==> src/hw/rtl/nll_pkg.sv <==
`default_nettype none

package nll_pkg;

   localparam int LengthBitsDefault = 8;

   // character classes
   localparam logic [3:0] CLS_ZERO   = 4'd0;
   localparam logic [3:0] CLS_OCT    = 4'd1;  // 1 to 7
   localparam logic [3:0] CLS_DIG89  = 4'd2;
   localparam logic [3:0] CLS_HEXLET = 4'd3;  // A-F, a-f
   localparam logic [3:0] CLS_X      = 4'd4;
   localparam logic [3:0] CLS_DOT    = 4'd5;
   localparam logic [3:0] CLS_PLUS   = 4'd6;
   localparam logic [3:0] CLS_MINUS  = 4'd7;
   localparam logic [3:0] CLS_OTHER  = 4'd8;

   // scanner phases
   localparam logic [2:0] PH_IDLE = 3'd0;
   localparam logic [2:0] PH_SIGN = 3'd1;
   localparam logic [2:0] PH_ZERO = 3'd2;
   localparam logic [2:0] PH_HEX  = 3'd3;
   localparam logic [2:0] PH_OCT  = 3'd4;
   localparam logic [2:0] PH_DEC  = 3'd5;
   localparam logic [2:0] PH_FLT  = 3'd6;

   // literal kinds
   localparam logic [1:0] KIND_DEC = 2'd0;
   localparam logic [1:0] KIND_OCT = 2'd1;
   localparam logic [1:0] KIND_HEX = 2'd2;
   localparam logic [1:0] KIND_FLT = 2'd3;

   // sign codes
   localparam logic [1:0] SIGN_NONE  = 2'd0;
   localparam logic [1:0] SIGN_PLUS  = 2'd1;
   localparam logic [1:0] SIGN_MINUS = 2'd2;

   typedef struct packed {
      logic       fire;
      logic [1:0] kind;
      logic [1:0] sign_seen;
      logic [7:0] length;
      logic       error;
   } nll_rsp_type;

endpackage

`default_nettype wire

==> src/hw/rtl/nll_classify.sv <==
`default_nettype none

module nll_classify
   import nll_pkg::*;
(
   input  wire logic [7:0] char_code,
   output logic      [3:0] char_class
);

   always_comb begin
      if (char_code == 8'h30) begin
         char_class = CLS_ZERO;
      end else if (char_code >= 8'h31 && char_code <= 8'h37) begin
         char_class = CLS_OCT;
      end else if (char_code == 8'h38 || char_code == 8'h39) begin
         char_class = CLS_DIG89;
      end else if ((char_code >= 8'h41 && char_code <= 8'h46) ||
                   (char_code >= 8'h61 && char_code <= 8'h66)) begin
         char_class = CLS_HEXLET;
      end else if (char_code == 8'h78 || char_code == 8'h58) begin
         char_class = CLS_X;
      end else if (char_code == 8'h2E) begin
         char_class = CLS_DOT;
      end else if (char_code == 8'h2B) begin
         char_class = CLS_PLUS;
      end else if (char_code == 8'h2D) begin
         char_class = CLS_MINUS;
      end else begin
         char_class = CLS_OTHER;
      end
   end

endmodule

`default_nettype wire

==> src/hw/rtl/nll_step.sv <==
`default_nettype none

module nll_step
   import nll_pkg::*;
#(
   parameter int LENGTH_BITS = LengthBitsDefault
) (
   input  wire logic [3:0]             char_class,
   input  wire logic                   start_req,
   input  wire logic [2:0]             phase,
   input  wire logic [LENGTH_BITS-1:0] count,
   input  wire logic [1:0]             sign_held,
   output logic      [2:0]             phase_next,
   output logic      [LENGTH_BITS-1:0] count_next,
   output logic      [1:0]             sign_next,
   output nll_rsp_type                 rsp
);

   localparam int WideBits = (LENGTH_BITS > 8) ? LENGTH_BITS : 8;

   logic [LENGTH_BITS-1:0] count_bump;
   logic [WideBits-1:0]    count_wide;
   logic [7:0]             len_cap;
   logic                   is_dig;
   logic                   is_oct;
   logic                   is_hex;

   assign count_bump = (count == {LENGTH_BITS{1'b1}}) ? count : count + LENGTH_BITS'(1);
   assign count_wide = WideBits'(count);
   assign len_cap    = (count_wide > WideBits'(255)) ? 8'hFF : count_wide[7:0];
   assign is_oct     = (char_class == CLS_ZERO) || (char_class == CLS_OCT);
   assign is_dig     = is_oct || (char_class == CLS_DIG89);
   assign is_hex     = is_dig || (char_class == CLS_HEXLET);

   always_comb begin
      phase_next    = phase;
      count_next    = count;
      sign_next     = sign_held;
      rsp.fire      = 1'b0;
      rsp.kind      = KIND_DEC;
      rsp.sign_seen = sign_held;
      rsp.length    = len_cap;
      rsp.error     = 1'b0;
      if (start_req) begin
         // a fresh literal drops whatever was in progress
         count_next = LENGTH_BITS'(1);
         sign_next  = SIGN_NONE;
         case (char_class)
            CLS_ZERO: begin
               phase_next = PH_ZERO;
            end
            CLS_OCT, CLS_DIG89: begin
               phase_next = PH_DEC;
            end
            CLS_PLUS: begin
               phase_next = PH_SIGN;
               sign_next  = SIGN_PLUS;
            end
            CLS_MINUS: begin
               phase_next = PH_SIGN;
               sign_next  = SIGN_MINUS;
            end
            default: begin
               phase_next    = PH_IDLE;
               count_next    = '0;
               rsp.fire      = 1'b1;
               rsp.error     = 1'b1;
               rsp.sign_seen = SIGN_NONE;
               rsp.length    = 8'd0;
            end
         endcase
      end else begin
         unique case (phase)
            PH_IDLE: begin
               phase_next = PH_IDLE;
            end
            PH_SIGN: begin
               if (char_class == CLS_ZERO) begin
                  phase_next = PH_ZERO;
                  count_next = count_bump;
               end else if (is_dig) begin
                  phase_next = PH_DEC;
                  count_next = count_bump;
               end else begin
                  rsp.fire  = 1'b1;
                  rsp.error = 1'b1;
               end
            end
            PH_ZERO: begin
               if (char_class == CLS_X) begin
                  phase_next = PH_HEX;
                  count_next = count_bump;
               end else if (is_oct) begin
                  phase_next = PH_OCT;
                  count_next = count_bump;
               end else begin
                  rsp.fire = 1'b1;
                  rsp.kind = KIND_OCT;
               end
            end
            PH_HEX: begin
               if (is_hex) begin
                  count_next = count_bump;
               end else begin
                  rsp.fire = 1'b1;
                  rsp.kind = KIND_HEX;
               end
            end
            PH_OCT: begin
               if (is_oct) begin
                  count_next = count_bump;
               end else begin
                  rsp.fire = 1'b1;
                  rsp.kind = KIND_OCT;
               end
            end
            PH_DEC: begin
               if (is_dig) begin
                  count_next = count_bump;
               end else if (char_class == CLS_DOT) begin
                  phase_next = PH_FLT;
                  count_next = count_bump;
               end else begin
                  rsp.fire = 1'b1;
               end
            end
            PH_FLT: begin
               if (is_dig) begin
                  count_next = count_bump;
               end else begin
                  rsp.fire = 1'b1;
                  rsp.kind = KIND_FLT;
               end
            end
            default: begin
               phase_next = PH_IDLE;
            end
         endcase
         if (rsp.fire) begin
            phase_next = PH_IDLE;
            count_next = '0;
            sign_next  = SIGN_NONE;
         end
      end
   end

endmodule

`default_nettype wire

==> src/hw/rtl/numeric_literal_lexer.sv <==
`default_nettype none

// channel   direction  fields                                   transfer
// req_      in         char_code[7:0], start_req                req_valid & req_ready
// rsp_      out        kind[1:0], sign_seen[1:0], length[7:0],  rsp_valid & rsp_ready
//                      error
//
// one character per cycle while no stalled result holds the input register; the result
// for the character that ends the literal passes the input register, then the result register
// the automaton step between those registers sets the rate: one item a cycle unless stalled
// reset is synchronous and leaves the scanner idle with both registers empty
// a stalled result holds the input register; req_ready stays high while it
// can move on or is empty

module numeric_literal_lexer
   import nll_pkg::*;
#(
   parameter int LENGTH_BITS = LengthBitsDefault
) (
   input  wire logic       clock,
   input  wire logic       reset,
   input  wire logic       req_valid,
   output logic            req_ready,
   input  wire logic [7:0] req_char_code,
   input  wire logic       req_start_req,
   output logic            rsp_valid,
   input  wire logic       rsp_ready,
   output logic      [1:0] rsp_kind,
   output logic      [1:0] rsp_sign_seen,
   output logic      [7:0] rsp_length,
   output logic            rsp_error
);

   logic                   in_valid_ff, in_valid_in;
   logic [7:0]             in_char_ff;
   logic                   in_start_ff;
   logic [2:0]             phase_ff, phase_in;
   logic [LENGTH_BITS-1:0] count_ff, count_in;
   logic [1:0]             sign_ff, sign_in;
   logic                   out_valid_ff, out_valid_in;
   nll_rsp_type            out_ff;
   logic [3:0]             char_class;
   nll_rsp_type            step_rsp;
   logic                   advance;
   logic                   req_xfer;

   assign advance   = in_valid_ff && (!out_valid_ff || rsp_ready);
   assign req_ready = !in_valid_ff || advance;
   assign req_xfer  = req_valid && req_ready;

   nll_classify u_classify (
      .char_code  (in_char_ff),
      .char_class (char_class)
   );

   nll_step #(
      .LENGTH_BITS (LENGTH_BITS)
   ) u_step (
      .char_class (char_class),
      .start_req  (in_start_ff),
      .phase      (phase_ff),
      .count      (count_ff),
      .sign_held  (sign_ff),
      .phase_next (phase_in),
      .count_next (count_in),
      .sign_next  (sign_in),
      .rsp        (step_rsp)
   );

   always_comb begin
      if (req_xfer) begin
         in_valid_in = 1'b1;
      end else if (advance) begin
         in_valid_in = 1'b0;
      end else begin
         in_valid_in = in_valid_ff;
      end
      if (advance && step_rsp.fire) begin
         out_valid_in = 1'b1;
      end else if (rsp_ready) begin
         out_valid_in = 1'b0;
      end else begin
         out_valid_in = out_valid_ff;
      end
   end

   always_ff @(posedge clock) begin
      if (reset) begin
         in_valid_ff  <= 1'b0;
         out_valid_ff <= 1'b0;
         phase_ff     <= PH_IDLE;
         count_ff     <= '0;
         sign_ff      <= SIGN_NONE;
      end else begin
         in_valid_ff  <= in_valid_in;
         out_valid_ff <= out_valid_in;
         if (advance) begin
            phase_ff <= phase_in;
            count_ff <= count_in;
            sign_ff  <= sign_in;
         end
      end
   end

   always_ff @(posedge clock) begin
      if (req_xfer) begin
         in_char_ff  <= req_char_code;
         in_start_ff <= req_start_req;
      end
      if (advance && step_rsp.fire) begin
         out_ff <= step_rsp;
      end
   end

   assign rsp_valid     = out_valid_ff;
   assign rsp_kind      = out_ff.kind;
   assign rsp_sign_seen = out_ff.sign_seen;
   assign rsp_length    = out_ff.length;
   assign rsp_error     = out_ff.error;

   // an idle scanner carries no leftover count or sign
   a_idle_clean: assert property (@(posedge clock) disable iff (reset)
      phase_ff == PH_IDLE |-> count_ff == '0 && sign_ff == SIGN_NONE)
      else $error("idle scanner holds stale count or sign");

   // after a sign exactly one character has been counted
   a_sign_state: assert property (@(posedge clock) disable iff (reset)
      phase_ff == PH_SIGN |-> sign_ff != SIGN_NONE && count_ff == LENGTH_BITS'(1))
      else $error("sign phase without a held sign");

   // error results are decimal and at most the sign long
   a_error_shape: assert property (@(posedge clock) disable iff (reset)
      rsp_valid && rsp_error |-> rsp_kind == KIND_DEC && rsp_length <= 8'd1)
      else $error("malformed error result");

   // a stalled result blocks the step, so state may not move
   a_stall_holds: assert property (@(posedge clock) disable iff (reset)
      rsp_valid && !rsp_ready |=> $stable(phase_ff) && $stable(count_ff))
      else $error("scanner advanced under a stalled result");

endmodule

`default_nettype wire

==> config.mk <==
export PLATFORM = sky130hd
export DESIGN_NAME = numeric_literal_lexer
export DESIGN_NICKNAME = d
export VERILOG_FILES = /design/src/hw/rtl/nll_pkg.sv /design/src/hw/rtl/nll_classify.sv /design/src/hw/rtl/nll_step.sv /design/src/hw/rtl/numeric_literal_lexer.sv
export SDC_FILE = /design/constraint.sdc
export NUM_CORES = 1
export LEC_CHECK = 0
export BUFFER_PORTS_ARGS = -buffer_cell sky130_fd_sc_hd__clkbuf_2
export CAP_MARGIN = 10
export CORE_MARGIN = 2
export CORE_UTILIZATION = 40
export CTS_CLUSTER_SIZE = 25
export DETAILED_ROUTE_END_ITERATION = 10
export HOLD_SLACK_MARGIN = 0.08
export PLACE_DENSITY = 0.69
export SLEW_MARGIN = 30
export SYNTH_ARGS = -nofsm -noshare
export SYNTH_HDL_FRONTEND = slang
export SYNTH_SLANG_ARGS = --single-unit
==> constraint.sdc <==
create_clock -name clock -period 2.4 [get_ports clock]
set_clock_uncertainty 0.1 [all_clocks]
set_input_delay 0.24 -clock clock [delete_from_list [all_inputs] [get_ports clock]]
set_output_delay 0.24 -clock clock [all_outputs]
set_load 0.01 [all_outputs]
Word level (Yosys, flattened, before mapping)
Cells that the tools add are included.

operators by class
  $add $sub $neg = 1
  order comparisons = 7
  equal/unequal tests = 29
  mux-type cells = 55
  reductions and logical operators = 28

operators by type and width
  operator                                                                  count
  8-bit 2-to-1 mux                                                          11
  8-bit by 6-bit equality test with 1-bit output (second input constant)    6
  8-bit case mux with 6 select lines                                        1
  3-bit 2-to-1 mux                                                          12
  4-bit 2-to-1 mux                                                          8
  4-bit by 3-bit equality test with 1-bit output (second input constant)    4
  8-bit by 7-bit equality test with 1-bit output (second input constant)    2
  8-bit by 7-bit >= comparator with 1-bit output (second input constant)    2
  8-bit by 7-bit <= comparator with 1-bit output (second input constant)    2
  5-bit by 2-bit inequality test with 1-bit output (second input constant)  3
  1-bit 2-to-1 mux                                                          14
  3-bit case mux with 4 select lines                                        1
  11-bit 2-to-1 mux                                                         1
  10-bit 2-to-1 mux                                                         1
  3-bit equality test (second input constant)                               3
  3-bit case mux with 3 select lines                                        1
  8-bit by 1-bit adder with 8-bit output (second input constant)            1
  4-bit by 2-bit equality test with 1-bit output (second input constant)    2
  8-bit equality test (second input constant)                               1
  8-bit by 6-bit >= comparator with 1-bit output (second input constant)    1
  8-bit > comparator (second input constant)                                1
  8-bit by 6-bit <= comparator with 1-bit output (second input constant)    1
  1-bit logical OR                                                          8
  4-bit by 2-bit inequality test with 1-bit output (second input constant)  2
  20 further kinds                                                          31

storage, ports and cells
  bits in registers = 37
  output and inout port bits = 15
  word-level logic and storage cells = 131

Depth between registers and ports, before layout
Gate-level depths: netlist of run 1.

  word-level depth = 19
  mapped depth = 8

Hierarchy
Synthesis of run 1 repeated with hierarchy kept, for this count alone.

second synthesis, totals
  cell total of the unflattened synthesis = 268
  area total of the unflattened synthesis = 2538.7 um2

by module, submodules not included
  module                 times used  cells each  area an instance (um2)  seq. area each (um2)
  numeric_literal_lexer  1           91          1355.0                  960.9
  nll_step               1           147         955.9                   0.0
  nll_classify           1           30          227.7                   0.0

Worst setup path after synthesis of run 1
OpenSTA, ideal clock, no wires.

  kind = flip-flop to flip-flop
  start point = register in_char_ff[2]
  end point = register out_ff, in the netlist rsp_error (enable)
  setup time = 0.385 ns
  arrival time = 2.123 ns
  required time = 1.915 ns
  slack = -0.208 ns
  stages on the path, launching flop included = 8
  path through = edfxtp_1 -> buf_6 -> or3_4 -> o211ai_1 -> a41oi_1 -> and3_1 -> buf_6 -> nor2_1

on the way
  cells in the longest elaborated chain, start to end = 18
  elaborated cells between the ends (all ways) = 53
  those cells by class = order compare: 6; eq/ne: 15; mux: 20; reduce/logical: 12

ends and longest elaborated chain
  what                                                         RTL line                         text
  start: declaration                                           numeric_literal_lexer.sv:35      logic [7:0] in_char_ff;
  start signal: assignment                                     numeric_literal_lexer.sv:107     in_char_ff <= req_char_code;
  8-bit by 6-bit equality test with 1-bit output               nll_classify.sv:26               end else if (char_code == 8'h2D) begin
  4-bit 2-to-1 mux                                             nll_classify.sv:26
  4-bit 2-to-1 mux                                             nll_classify.sv:24               end else if (char_code == 8'h2B) begin
  4-bit 2-to-1 mux                                             nll_classify.sv:22               end else if (char_code == 8'h2E) begin
  4-bit 2-to-1 mux                                             nll_classify.sv:20               end else if (char_code == 8'h78 || char_code == 8'h58) begin
  4-bit 2-to-1 mux                                             nll_classify.sv:17               end else if ((char_code >= 8'h41 && char_code <= 8'h46) ||
  4-bit 2-to-1 mux                                             nll_classify.sv:15               end else if (char_code == 8'h38 || char_code == 8'h39) begin
  4-bit 2-to-1 mux                                             nll_classify.sv:13               end else if (char_code >= 8'h31 && char_code <= 8'h37) begin
  [... 2 more ...]                                             n/a
  1-bit logical OR                                             nll_step.sv:31                   assign is_oct = (char_class == CLS_ZERO) || (char_class == CLS_OCT);
  1-bit logical OR                                             nll_step.sv:32                   assign is_dig = is_oct || (char_class == CLS_DIG89);
  1-bit 2-to-1 mux / 1-bit logical OR (equally long branches)  nll_step.sv:81, nll_step.sv:33
  1-bit 2-to-1 mux / 3-bit 2-to-1 mux (equally long branches)  nll_step.sv:78, nll_step.sv:102
  1-bit case mux with 6 select lines                           nll_step.sv:73                   unique case (phase)
  1-bit 2-to-1 mux                                             nll_step.sv:44                   if (start_req) begin
  1-bit 2-to-1 mux (*)                                         nll_step.sv:44
  1-bit logical AND (*)                                        numeric_literal_lexer.sv:110     if (advance && step_rsp.fire) begin
  end signal: assignment                                       numeric_literal_lexer.sv:111     out_ff <= step_rsp;
  end: declaration                                             numeric_literal_lexer.sv:41      nll_rsp_type out_ff;

Every way passes the cells marked *; elsewhere a longest branch is shown, timed or not. The select of a mux whose other input is x is not followed.
A chain may end at the register's enable or synchronous reset.

Worst setup path in the final report of run 1
  start point = register in_char_ff[6]
  end point = register count_ff[0]

on the way
  cells in the longest elaborated chain, start to end = 18
  elaborated cells between the ends (all ways) = 63
  those cells by class = order compare: 6; eq/ne: 17; mux: 27; reduce/logical: 13

ends and longest elaborated chain
  what                                                                                       RTL line                         text
  8-bit by 6-bit equality test with 1-bit output                                             nll_classify.sv:26
  4-bit 2-to-1 mux                                                                           nll_classify.sv:26
  4-bit 2-to-1 mux                                                                           nll_classify.sv:24
  4-bit 2-to-1 mux                                                                           nll_classify.sv:22
  4-bit 2-to-1 mux                                                                           nll_classify.sv:20
  4-bit 2-to-1 mux                                                                           nll_classify.sv:17
  4-bit 2-to-1 mux                                                                           nll_classify.sv:15
  4-bit 2-to-1 mux                                                                           nll_classify.sv:13
  [... 2 more ...]                                                                           n/a
  1-bit logical OR                                                                           nll_step.sv:31
  1-bit logical OR                                                                           nll_step.sv:32
  1-bit 2-to-1 mux / 1-bit logical OR (equally long branches)                                nll_step.sv:81, nll_step.sv:33
  1-bit 2-to-1 mux / 3-bit 2-to-1 mux (equally long branches)                                nll_step.sv:78, nll_step.sv:102
  1-bit case mux with 6 select lines                                                         nll_step.sv:73
  1-bit 2-to-1 mux                                                                           nll_step.sv:44
  5-bit by 2-bit inequality test with 1-bit output (no source line) (tied with other cells)  n/a
  4-bit AND reduction (no source line) / 8-bit 2-to-1 mux (equally long branches)            n/a
  end signal: assignment                                                                     numeric_literal_lexer.sv:99      count_ff <= count_in;
  end: declaration                                                                           numeric_literal_lexer.sv:38      logic [LENGTH_BITS-1:0] count_ff, count_in;

Marked as above.

==> reports/qor.yml, run 1 <==
outcome: "finished clean"
worst_ep_required_time_ns: 2.50
dp_hpwl_um: 4470
die_y_um: 79.9
synthesis.nets: 269
worstSkewPairLatency_ns: 0.30
yosysUniqueCellTypes: 61
drive_above_1_share_pct: 23.3
grt_pass1_wl_um: 10000
place.gp.congestion: 0.942
worst_ir_drop_vdd_uv: 297
setup_viol: 0
p_leak_nw: 1.09
cts.sinks: 37
rr_worst_depth: 7
diodes: 0
clkTransAtPathRegs_ns: 0.07
endpoint_kind: "flip-flop"
num_vias: 2241
wl_um: 6050
grt_antenna_before_repair: 0
synth-edff-count: 22
max_freq_mhz: 424
max_stage_delay_ns: 0.48
worst_hold_path.endpoint: "phase_ff[2]"
cp_cell_sequence: "and4bb_4 -> nand2_4 -> a41oi_1 -> and3_4 -> nor2_2 -> buf_12 -> nor4_1"
final_core_util_pct: 51.8
critPathSlowestCell: "edfxtp_1"
synth_top_area_share_pct: 28.6
dieArea_sq_um: 6390
initial_core_util_pct: 41.6
startpoint_type: "flip-flop"
synth_seq_cells: 37
cts_tree: "yes"
final_cells: 385
min_period_over_period_pct: 98.3
timing.rr.start: "in_char_ff[6]"
syn_inst: 255
ant_nets: 0
drt_first_iter_violations: 159
yosysSeqAreaShare_pct: 41.7
fin_crit_ns: 2.36
finalPower_mw: 1.72
hp-start: "reset"
rsz0062_at_grt: "true"
route.detailed.drc: 0
r2r_slack_ns: 0.04
vias_per_cell: 5.82
layout_common_cells: "clkbuf_2 (27), buf_4 (24), edfxtp_1 (22), a21oi_1 (21), nor2_1 (21)"
regToRegEndpoint: "count_ff[0]"
grt.overflow.total: 0
cts.path.max_buffers: 2
final_common_cell: "clkbuf_2"
worst_slew_pin_slew_ns: 0.482
track_usage_pct: 20.4
syn_avg_cell_area_sq_um: 9.04
coreArea_sq_um: 5540
synth_area_leaders: "edfxtp_1 (29%), dfxtp_1 (13%), a21oi_1 (4.6%)"
critical_path_peak_fanout: 12
firstDrtPassIters: 4
synth_area_sq_um: 2310
dpl_worst_slack_ns: 0.0332
fin_ws_ns: 0.0416
postPlaceCellArea_sq_um: 2650
finalMaxSlewViolations: 0
ioPinCount: 28
grt_max_degree: 16
nFillCells: 517
final_nets: 326
design_area_sq_um: 2870
crit_type: "flip-flop to flip-flop"
fp.dieW_um: 79.9
drv_cap: 0
min_path_cells: 2
powerDensity_nw_per_um2: 599
rows: 27
critPathArrivalTime_ns: 2.46
startpoint: "in_char_ff[6]"
syn_to_final_growth_pct: 24.4
grt_pass1_vias: 2089
max_slew_margin_pct: 67.8
yosysWarnings: 0
timing_hold_violations_final: 0
async_flop_share_pct: 0
dp.cells: 365
numCtsBuffers: 5
ys.flop_type: "edfxtp_1"
io_buffers: 27
hp-class: "input port to flip-flop"
htreeDepth: 2
cts_root_buffer: "clkbuf_8"
synth_top_area_cell: "edfxtp_1"
wl_per_cell_um: 15.7
## power breakdown
| group | total (mW) | switching (mW) | leakage (nW) | internal (mW) |
|---|---|---|---|---|
| Sequential | 0.786 | 0.0648 | 0.331 | 0.721 |
| Combinational | 0.500 | 0.269 | 0.713 | 0.231 |
| Clock | 0.432 | 0.231 | 0.0439 | 0.200 |
## kinds of logic (layout without fill, tap and decap cells)
group / after synthesis / in the layout / synth area share (%)
fa+ha+maj: 1 / 1 / 0.543
compound gates: 90 / 90 / 26.2
simple gates: 105 / 105 / 26.5
xor+xnor: 3 / 3 / 1.14
buf+inv: 19 / 77 / 3.96
flops: 37 / 37 / 41.7
## timing repair
| item | 4_1_cts | 5_1_grt |
|---|---|---|
| hold endpoints to repair | 10 | 0 |
| setup endpoints to repair | 0 | 20 |
| buffers inserted | 0 | 2 |
| hold buffers | 10 | 0 |
| resized for setup | 0 | 3 |
## registers in the layout, indices dropped and copies added (netlist names)
signal and flops:
count_ff 8, in_char_ff 8, in_start_ff 1, in_valid_ff 1
phase_ff 3, rsp_error 1, rsp_kind 2, rsp_length 8
rsp_sign_seen 2, rsp_valid 1, sign_ff 2
## worst max-delay path by stage
stage	to	slack, ns	cells past startpoint
4_1_cts	count_ff[0]	0.0002	7
6_report	count_ff[0]	0.04	7
3_5_place_dp	count_ff[0]	0.03	7
2_1_floorplan	rsp_error	0.03	7
5_1_grt	count_ff[0]	-0.05	7
3_3_place_gp	count_ff[0]	0.12	7
## routing by layer
layer / vias to the layer above / GRT usage [%] / wire length [um]
met1: 1069 / 26.1 / 2720
met2: 72 / 33.5 / 2860
met3: 10 / 3.96 / 367
met5: - / 0 / 0
li1: 1090 / - / -
met4: 0 / 8.64 / 97
## area by class of cell
| cell class | instances | area [sq um] | area share (%) |
|---|---|---|---|
| Multi-Input combinational cell | 199 | 1270 | 44.3 |
| Sequential cell | 37 | 961 | 33.5 |
| Timing Repair Buffer | 62 | 435 | 15.2 |
| Tap cell | 72 | 90.1 | 3.14 |
| Clock buffer | 5 | 68.8 | 2.40 |
| Inverter | 7 | 26.3 | 0.916 |
| Clock inverter | 3 | 17.5 | 0.611 |
## cells in the mapped netlist (2+ instances only)
library cell and instances:
clkbuf_1 6, a41oi_1 3, and4b_1 2, o21ai_0 15, a22oi_1 2, nor3_1 3
dfxtp_1 15, o21ai_1 5, nand3_1 6, o22ai_1 2, nor2b_1 8, edfxtp_1 22
inv_1 7, a21oi_1 21, and2_1 15, nand4_1 5, xor2_1 2, a211oi_1 7
buf_6 2, o21bai_1 2, and3_1 6, a21o_1 5, nand2b_1 5, nand2_1 17
a31oi_1 9, buf_2 4, nor4_1 3, nor2_1 22, o21ba_1 2
## stage by stage
| step | TNS [ns] | hold slack, ns |
|---|---|---|
| global placement | 0 | 0.316 |
| CTS | 0 | 0.192 |
| detailed placement | 0 | 0.319 |
| floorplan | 0 | 0.239 |
| finish | 0 | 0.216 |
| global route | -0.0780 | 0.236 |
## worst max-delay path, delay by kind of cell, from the launching register on
kind | cells | cell delay (ns)
simple gates | 5 | 1.17
flops | 1 | 0.48
compound gates | 1 | 0.34
buf+inv | 1 | 0.16
Power figures use the tool's default switching activity.
==> run 2: changes to the inputs <==
MAX_ROUTING_LAYER = met4   (was unset)
==> reports/qor.yml, run 2 (synthesis results as in run 1) <==
critPathArrivalTime_ns: 2.19
route.detailed.drc: 0
fp.dieW_um: 79.9
final_common_cell: "clkbuf_2"
dpl_worst_slack_ns: 0.0780
max_freq_mhz: 438
max_slew_margin_pct: 68.1
outcome: "finished clean"
ant_nets: 0
postPlaceCellArea_sq_um: 2620
track_usage_pct: 21.1
num_vias: 2185
grt.overflow.total: 0
timing.rr.start: "in_char_ff[2]"
nFillCells: 518
place.gp.congestion: 0.917
fin_ws_ns: 0.117
hold_ws_ns: 0.213
firstDrtPassIters: 5
powerDensity_nw_per_um2: 639
numCtsBuffers: 5
rsz0062_at_grt: "false"
busiest_layer: "met2"
use_met1_pct: 25.7
hp-class: "input port to flip-flop"
crit_type: "flip-flop to flip-flop"
finalMaxSlewViolations: 0
dp_hpwl_um: 4490
startpoint_type: "flip-flop"
reg_top3: "count_ff (8), in_char_ff (8), rsp_length (8)"
critical_path_peak_fanout: 9
drive_above_1_share_pct: 21.7
grt_pass1_vias: 2113
endpoint_kind: "flip-flop"
worst_ir_drop_vdd_uv: 297
coreArea_sq_um: 5540
rows: 27
io_buffers: 27
die_y_um: 79.9
design_area_sq_um: 2860
cts_tree: "yes"
cp-endpoint: "rsp_kind[0]"
final_nets: 322
startpoint: "in_char_ff[2]"
grt_antenna_before_repair: 0
regToRegEndpoint: "rsp_kind[0]"
wl_um: 6150
cts.path.max_buffers: 2
worstSkewPairLatency_ns: 0.30
wl_per_cell_um: 16.1
dieArea_sq_um: 6390
diodes: 0
rr_worst_depth: 6
initial_core_util_pct: 41.6
drt_first_iter_violations: 197
dp.cells: 362
gr-usage-met2_pct: 33.7
grt_pass1_wl_um: 9960
drv_cap: 0
p_leak_nw: 1.08
r2r_slack_ns: 0.12
cts_root_buffer: "clkbuf_8"
setup_viol: 0
clkTransAtPathRegs_ns: 0.08
syn_to_final_growth_pct: 24.0
htreeDepth: 2
setup_tns_ns: 0
use_met3_pct: 4.19
fin_crit_ns: 2.28
worst_slew_pin_slew_ns: 0.479
worst_ep_required_time_ns: 2.31
grt_max_degree: 14
timing_hold_violations_final: 0
final_cells: 381
min_period_over_period_pct: 95.1
vias_per_cell: 5.73
cts.sinks: 37
layout_common_cells: "clkbuf_2 (27), edfxtp_1 (22), a21oi_1 (21), nor2_1 (21), buf_4 (21)"
ioPinCount: 28
## run 2: changes by cell type in the layout (fill, tap and decap cells not counted), sizes merged
cell	before	now
buf	25	21
bufinv	0	1
clkbuf	32	33
clkinv	2	1
clkinvlp	1	0
## run 2: repair_timing
item                       CTS  global route
setup endpoints to repair    0            22
buffers inserted             0             1
hold endpoints to repair    10             0
hold buffers                10             0
resized for setup            0             4
## run 2: cell type report
class / count / area (sq um) / share of cell area, %
clock inverter: 2 / 33.8 / 1.18
multi-input combinational: 199 / 1280 / 44.9
sequential: 37 / 961 / 33.6
timing repair buffer: 58 / 393 / 13.7
clock buffer: 6 / 72.6 / 2.54
tap: 72 / 90.1 / 3.15
inverter: 7 / 26.3 / 0.919
## run 2: metal layers
layer  vias to the layer above  part of all wire, %
met2                        83                   47
met3                        18                  5.2
li1                       1075                    -
met4                         0                  2.9
met5                         -                    0
met1                      1009                   45
## run 2: worst min path at each step
stage                                 from       endpoint  slack, ns  cells after the start
after floorplan           req_char_code[0]  in_char_ff[0]       0.24                      0
after detailed placement  req_char_code[6]  in_char_ff[6]       0.32                      1
after global routing                 reset     sign_ff[0]       0.23                      2
final                                reset    phase_ff[2]       0.21                      2
after CTS                            reset     sign_ff[0]       0.21                      2
after global placement    req_char_code[7]  in_char_ff[7]       0.32                      1
## run 2: report_power, final
group	switching [mW]	leakage (nW)	internal [mW]	total, mW
sequential	0.0631	0.331	0.721	0.784
combinational	0.275	0.691	0.225	0.500
clock	0.235	0.0528	0.307	0.541
total	0.573	1.08	1.25	1.83
## run 2: metrics by stage
step / power, mW / util, %
detailed placement: 1.26 / 47.3
global placement: 1.26 / 47.3
floorplan: 1.10 / -
global route: 1.92 / 51.6
CTS: 1.81 / 51.0
finish: 1.83 / 51.6
## run 2: worst max-delay path, cell delays in order, from the launching register on
cell,delay [ns]
edfxtp_1,0.53
and4bb_1,0.29
a211oi_2,0.41
o31ai_2,0.13
and3_4,0.20
nor2_2,0.15
buf_4,0.19
